$ cat config.mk
export PLATFORM = sky130hd
export DESIGN_NAME = ssrq_cell
export DESIGN_NICKNAME = d
export VERILOG_FILES = /design/src/sv/ssrq_pkg.sv /design/src/sv/ssrq_cell.sv
export SDC_FILE = /design/constraint.sdc
export NUM_CORES = 1
export LEC_CHECK = 0
export BUFFER_PORTS_ARGS = -buffer_cell sky130_fd_sc_hd__buf_4
export CORE_MARGIN = 2
export CORE_UTILIZATION = 35
export CTS_BUF_LIST = sky130_fd_sc_hd__clkbuf_8 sky130_fd_sc_hd__clkbuf_16
export CTS_CLUSTER_SIZE = 10
export DETAILED_ROUTE_END_ITERATION = 16
export PLACE_DENSITY = 0.59
export REMOVE_ABC_BUFFERS = 1
export SYNTH_ARGS = -nofsm -noshare
export SYNTH_HDL_FRONTEND = slang
export SYNTH_SLANG_ARGS = --single-unit
$ cat constraint.sdc
create_clock -name clk_i -period 8 [get_ports clk_i]
set_clock_uncertainty 0.15 [all_clocks]
set_input_delay 0.4 -clock clk_i [delete_from_list [all_inputs] [get_ports clk_i]]
set_output_delay 0.4 -clock clk_i [all_outputs]
set_load 0.005 [all_outputs]
$ cat src/sv/ssrq_pkg.sv
`default_nettype none

package ssrq_pkg;

  // Capacity of the set and width of one stored value
  localparam int unsigned DEPTH      = 1024;
  localparam int unsigned VALUE_BITS = 30;

  // Internal rank counter holds 0..DEPTH; the reported count is fixed at 11 bits
  localparam int unsigned CNT_W      = $clog2(DEPTH + 1);
  localparam int unsigned COUNT_BITS = 11;
  localparam int unsigned OP_BITS    = 2;

  // Request opcodes; the unused code travels down the chain as an empty slot
  typedef enum logic [OP_BITS-1:0] {
    OP_LOAD  = 2'd0,
    OP_QUERY = 2'd1,
    OP_CLEAR = 2'd2,
    OP_NONE  = 2'd3
  } op_e;

  // One slot moving down the cell chain
  typedef struct packed {
    op_e                   op;
    logic [VALUE_BITS-1:0] value;
    logic [CNT_W-1:0]      cnt;
    logic                  ovf;
  } tok_t;

endpackage

`default_nettype wire

$ cat src/sv/ssrq_cell.sv
`default_nettype none

module ssrq_cell (
  input  wire logic           clk_i,
  input  wire logic           rst_ni,
  input  wire logic           adv_i,
  input  wire ssrq_pkg::tok_t tok_i,
  output ssrq_pkg::tok_t      tok_o
);

  logic                             valid_q, valid_d;
  logic [ssrq_pkg::VALUE_BITS-1:0]  val_q, val_d;
  ssrq_pkg::tok_t                   tok_d;
  ssrq_pkg::op_e                    op_q;
  logic [ssrq_pkg::VALUE_BITS-1:0]  value_q;
  logic [ssrq_pkg::CNT_W-1:0]       cnt_q;
  logic                             ovf_q;

  // Update the held value and build the slot for the next cell
  always_comb begin
    valid_d = valid_q;
    val_d   = val_q;
    tok_d   = tok_i;
    case (tok_i.op)
      ssrq_pkg::OP_LOAD: begin
        if (!valid_q) begin
          // take the value here and end the insert
          valid_d  = 1'b1;
          val_d    = tok_i.value;
          tok_d.op = ssrq_pkg::OP_NONE;
        end else if (tok_i.value < val_q) begin
          // keep the smaller value, push the held one onward
          val_d       = tok_i.value;
          tok_d.value = val_q;
        end
      end
      ssrq_pkg::OP_QUERY: begin
        tok_d.cnt = tok_i.cnt + ssrq_pkg::CNT_W'(valid_q && (val_q <= tok_i.value));
      end
      ssrq_pkg::OP_CLEAR: begin
        valid_d = 1'b0;
      end
      default: begin
      end
    endcase
  end

  // Hold control state under reset, advance with the chain
  always_ff @(posedge clk_i or negedge rst_ni) begin
    if (!rst_ni) begin
      valid_q <= 1'b0;
      op_q    <= ssrq_pkg::OP_NONE;
    end else if (adv_i) begin
      valid_q <= valid_d;
      op_q    <= tok_d.op;
    end
  end

  // Payload needs no reset
  always_ff @(posedge clk_i) begin
    if (adv_i) begin
      val_q   <= val_d;
      value_q <= tok_d.value;
      cnt_q   <= tok_d.cnt;
      ovf_q   <= tok_d.ovf;
    end
  end

  assign tok_o = '{op: op_q, value: value_q, cnt: cnt_q, ovf: ovf_q};

endmodule

`default_nettype wire

**After elaboration in Yosys (flattened, before gate mapping)**

Index checks and enable logic that the tools add are counted.

- Register bits after elaboration: 75
- Input port bits: 47
- Output and inout bits: 44
- Logic and storage cells: 25

- Add/subtract/negate cells: 1
- Order comparisons: 2
- Eq/ne operators: 3
- Mux-type cells: 8
- Reductions and logical operators: 5

Operators by type and width:

| operator | number |
|---|---|
| 2-to-1 mux 30 bit | 4 |
| 2-to-1 mux 32 bit | 1 |
| less-or-equal comparator 30 bit | 1 |
| < comparator 30 bit | 1 |
| adder 11 x 1 -> 11 bit | 1 |
| 2-to-1 mux 11 bit | 1 |
| AND reduction 3 bit | 1 |
| equality test 2 x 1 -> 1 bit, second input constant | 1 |
| equality test 2 bit, second input constant | 1 |
| logical NOT 2 bit | 1 |
| 2-to-1 mux 2 bit | 1 |
| != test 2 x 1 -> 1 bit, second input constant | 1 |
| case mux 1 bit (2 select lines) | 1 |
| AND reduction 2 bit | 1 |
| nonzero test 2 bit | 1 |
| logical AND 1 bit | 1 |

**Depth between registers and ports, before layout**

- Depth in word-level cells: 4
- Depth in mapped cells: 14
- Depth with buffers taken out: 14

**Least setup slack after synthesis**

Ideal clock, no wire load.

- Kind: input to register
- From: input port tok_i[41] (netlist bit)
- To: register val_q[0] (netlist bit) (enable)
- Library setup time: 463 ps
- Arrival time: 3996 ps
- Data required time: 7387 ps
- Setup slack: 3391 ps
- Stages on the path: 7
- Buffers on the path: 0
- Path through: inv_1 > ha_1 > nand4_1 > nor4_2 > o311a_1 > o21ai_0 > a211oi_1

- Longest elaborated chain between the ends: 3

RTL lines:

| what | line | source |
|---|---|---|
| start: declaration | ssrq_cell.sv:7 | `input wire ssrq_pkg::tok_t tok_i,` |
| < comparator 30 bit | ssrq_cell.sv:31 | `end else if (tok_i.value < val_q) begin` |
| != test 2 x 1 -> 1 bit (no line) | n/a |  |
| AND reduction 3 bit (no line) | n/a |  |
| end signal: assignment | ssrq_cell.sv:62 | `val_q <= val_d;` |
| end: declaration | ssrq_cell.sv:12 | `logic [ssrq_pkg::VALUE_BITS-1:0] val_q, val_d;` |

No other way between the ends.
A chain may end at the register's enable or synchronous reset.

==> metrics list <==
* Outcome: finished, final reports clean
- Final Non-Filler Cells: 503
- Count of buffering cells on the critical path with inverters included: 0
- For the pin with the worst max-slew slack, the measured transition is 0.840 ns.
* Initial DRC Count: 101
- Number of antenna violations at the first check in global routing: 0
- Horizontal extent of the die: 108 µm
* Worst IR Drop VDD: 74.8 µV
* Arrival time reported for the critical path endpoint: 3.68 ns
* XOR/XNOR share of the synthesized area: 0.0207
- Maximum clock path buffer count: 2
* Routability congestion estimate: 0.704
* Max Cap Viol: 0
- Summed over all cells, the static leakage comes to 0.00215 µW.
- Via count of the first global-routing pass: 2,307
- Top cell by count, worst path: sky130_fd_sc_hd__ha_1
- Hold timing on the final database bottoms out at a slack of 0.0734 ns.
- Number of nets at the end of the flow: 437
- Across every metal layer, demand over resource in global routing totals 0.129.
* Die area: 0.0117 mm²
* Number of failing hold endpoints at the final stage: 0
- Count of pins over their slew limit: 0
- Ys Warns: 0
- Final critical delay including setup and external delays: 3.73 ns
- Number of buffers inserted by port buffering: 90
- Number of filler cells placed in the layout: 980
- For this design the ratio of total power to cell area is 183 mW/mm².
- For the worst-skew pair, the clock arrives at the later sink with an insertion delay of 0.35 ns.
- Remaining number of nets flagged by the antenna check after routing: 0
- The initial utilization of the core area, before any placement, comes to 0.354.
* Commonest non-fill, non-tap cells in the layout: 92 x sky130_fd_sc_hd__buf_4, 72 x sky130_fd_sc_hd__edfxtp_1, 32 x sky130_fd_sc_hd__ha_1, 30 x sky130_fd_sc_hd__inv_1, 30 x sky130_fd_sc_hd__mux2_4
- The share of total power dissipated in combinational logic is 0.124.
* 1st-pass router iterations: 4
* Core utilization of the finished layout: 0.453
* Family with the most delay on the worst path: simple AND/OR/NAND/NOR gates
- Global-route wire length before repair: 11,200 µm
- Once detailed placement completed, the half-perimeter wirelength came to 5310 µm.
- Adding up every negative setup slack in the final design gives 0 ns.
- 91 I/O pins were placed.
- The number of antenna diodes in the final layout is 0.
- The share of total power dissipated in sequential elements is 0.519.
- By area, the combinational part of the netlist is dominated by multiplexers.
- Summed over all nets, the switching power comes to 200 µW.
- Average vias per placed instance: 4.61
- Root Driver: sky130_fd_sc_hd__clkbuf_8
- For this design, the slowest cell found on the critical path is sky130_fd_sc_hd__nor3b_1.
* Adder-Cell Fraction of Synth Area: 0.105
- In this run, synthesis inferred 72 flip-flops with an integrated enable.
- Total clock buffers created by CTS: 9
* Syn Area/Cell: 14.7 µm²
* Class of the worst hold path: input pin to flip-flop
* Synthesized area: 0.00380 mm²
- The synthesized design contains 75 register bits.
* Worst-path maximum fanout: 4
- In the final layout, the share of cells above drive strength 1 is 0.402.
- Counting flops with an async set or reset pin after synthesis yields a share of 0.0400.
- Compound-cell area share of the yosys netlist: 0.0536
- The H-tree was split into 3 levels.
- The worst setup path is of the flip-flop to flip-flop kind.
- Clk pin slew, worst setup/hold paths: 0.08 ns
- The library cell used most frequently in the layout, excluding fill and tap cells, is sky130_fd_sc_hd__buf_4.
- Post-synthesis cell count: 259
* Total grt overflow: 0
- In the final routing, the length of wire on met1 measures 3170 µm.
- Of the total synthesized cell area, the portion taken by AND, OR, NAND and NOR gates is 0.0661.
- Entering global routing, the biggest net connects 48 pins.
- Relative contribution of the clock network to total power: 0.357
- The design draws 892 µW.
- For this block, the via count after detailed routing is 2,319.
- Internal power comes to 692 µW.
- # placed instances: 486
* Top achievable clock speed: 0.268 GHz
* Core Area: 0.0107 mm²
* Postcts setup bufs: 0
- Area growth from synthesis to layout: 27.9%
* Routed wirelength normalized by instance count: 14.4 µm
- Final routed wirelength across all metal layers: 7240 µm
- Number of cell rows: 38
- The worst setup path is launched from a flip-flop.
* Wire length on met3: 464 µm
- Headroom to the max-slew limit came out at 0.438.
* Sort of element at the end of the critical path: flip-flop
* DRC Markers: 0
* Data required time of the worst path: 7.95 ns
- After synthesis, the share of cell area in mux cells is 0.124.
- Cell chain of the critical path: ha_1 -> and4_1 -> o21ai_1 -> a311oi_1 -> o311a_1 -> o21ai_0 -> and2_1 -> ha_1 -> ha_1 -> nor3b_1 -> nand3_1 -> xnor2_1
- Switching portion of total power: 0.225
- The die is 108 µm tall.
* Number of unique standard cell types used by synthesis: 35
- Setup repair after global routing left no endpoint under its margin.
- Num Clock Sinks: 75
- Fraction of the yosys area taken by sequential cells: 0.589
* Top routing layer in use: met4
- For this run, the leading register cell type out of synthesis is sky130_fd_sc_hd__edfxtp_1.
* Delay of the slowest critical-path stage: 0.50 ns
* Post-route clock period utilization: 0.467
- Final setup violation count: 0
- TritonCTS clock tree: done
- In the detailed route, the total length drawn on met2 is 3510 µm.
[state kept, by name (all words and copies together) (netlist names)]
| signal | flops |
|---|---|
| op_q | 2 |
| valid_q | 1 |
| value_q | 30 |
| val_q | 30 |
| ovf_q | 1 |
| cnt_q | 11 |
[worst paths after layout]
| check | start | to | slack, ns | cells past startpoint |
|---|---|---|---|---|
| max | val_q[5] | cnt_q[10] | 4.27 | 12 |
| min | tok_i[0] | ovf_q | 0.07 | 1 |
| min in group asynchronous | rst_ni | valid_q | 0.23 | 2 |
| max in group asynchronous | rst_ni | op_q[0] | 7.29 | 2 |
| min reg2reg | op_q[1] | op_q[1] | 0.34 | 2 |
| max reg2reg | val_q[5] | cnt_q[10] | 4.27 | 12 |
[cell usage after synthesis, drive strengths merged, types with 3 or more instances]
master	n	area [µm²]
edfxtp	72	2160
nor2	9	33.8
buf	4	41.3
nand2	10	37.5
nor2b	3	18.8
a21o	3	22.5
nand3	9	45.0
nand4	5	31.3
xnor2	7	61.3
ha	32	400
and3	3	18.8
mux2	32	473
a21oi	12	60.1
o21ai	5	25.0
and2	3	18.8
inv	30	113
[worst register-to-register path: cells and delay by family (launching register included)]
family | cells | cell delay, ns
xor+xnor | 1 | 0.15
compound gates | 4 | 1.01
simple gates | 4 | 1.12
fa+ha+maj | 3 | 0.65
flops | 1 | 0.41
[metrics by stage]
step	setup slack (ns)	cell area, µm²
after floorplan	3.39	3760
after global placement	4.13	4640
after detailed placement	4.08	4640
after CTS	4.21	4860
after global routing	3.94	4860
final	4.27	4860
[cell families after synthesis]
logic type / after synthesis
flip-flops: 75
AND/OR/NAND/NOR: 48
buffers and inverters: 35
multiplexers: 32
adder cells (fa/ha/maj): 32
AO/OA/AOI/OAI: 28
XOR/XNOR: 9
[routing by layer]
metal / global-route usage / vias up
met5: 0 / -
met4: 0.0522 / 0
met3: 0.0446 / 8
met2: 0.211 / 64
met1: 0.155 / 1094
li1: - / 1153
[what timing repair did]
action / in CTS / in global routing
resized for setup: 0 / 0
hold buffers: 1 / 0
hold endpoints to repair: 3 / 0
[power groups by stage]
stage	sequential (µW)	combinational, µW	clock (µW)
2_1_floorplan	472	48.5	0
3_3_place_gp	472	111	0
3_5_place_dp	472	112	0
4_1_cts	463	113	328
5_1_grt	465	123	347
6_report	463	110	319
[layout make-up]
class | instances | area, µm² | share of cell area
Tap cell | 140 | 175 | 0.0360
Sequential cell | 75 | 2240 | 0.460
Multi-Input combinational cell | 149 | 1420 | 0.292
Clock inverter | 7 | 92.6 | 0.0190
Clock buffer | 9 | 124 | 0.0255
Timing Repair Buffer | 93 | 701 | 0.144
Inverter | 30 | 113 | 0.0231
No activity file was read; power rests on OpenSTA's default activity.
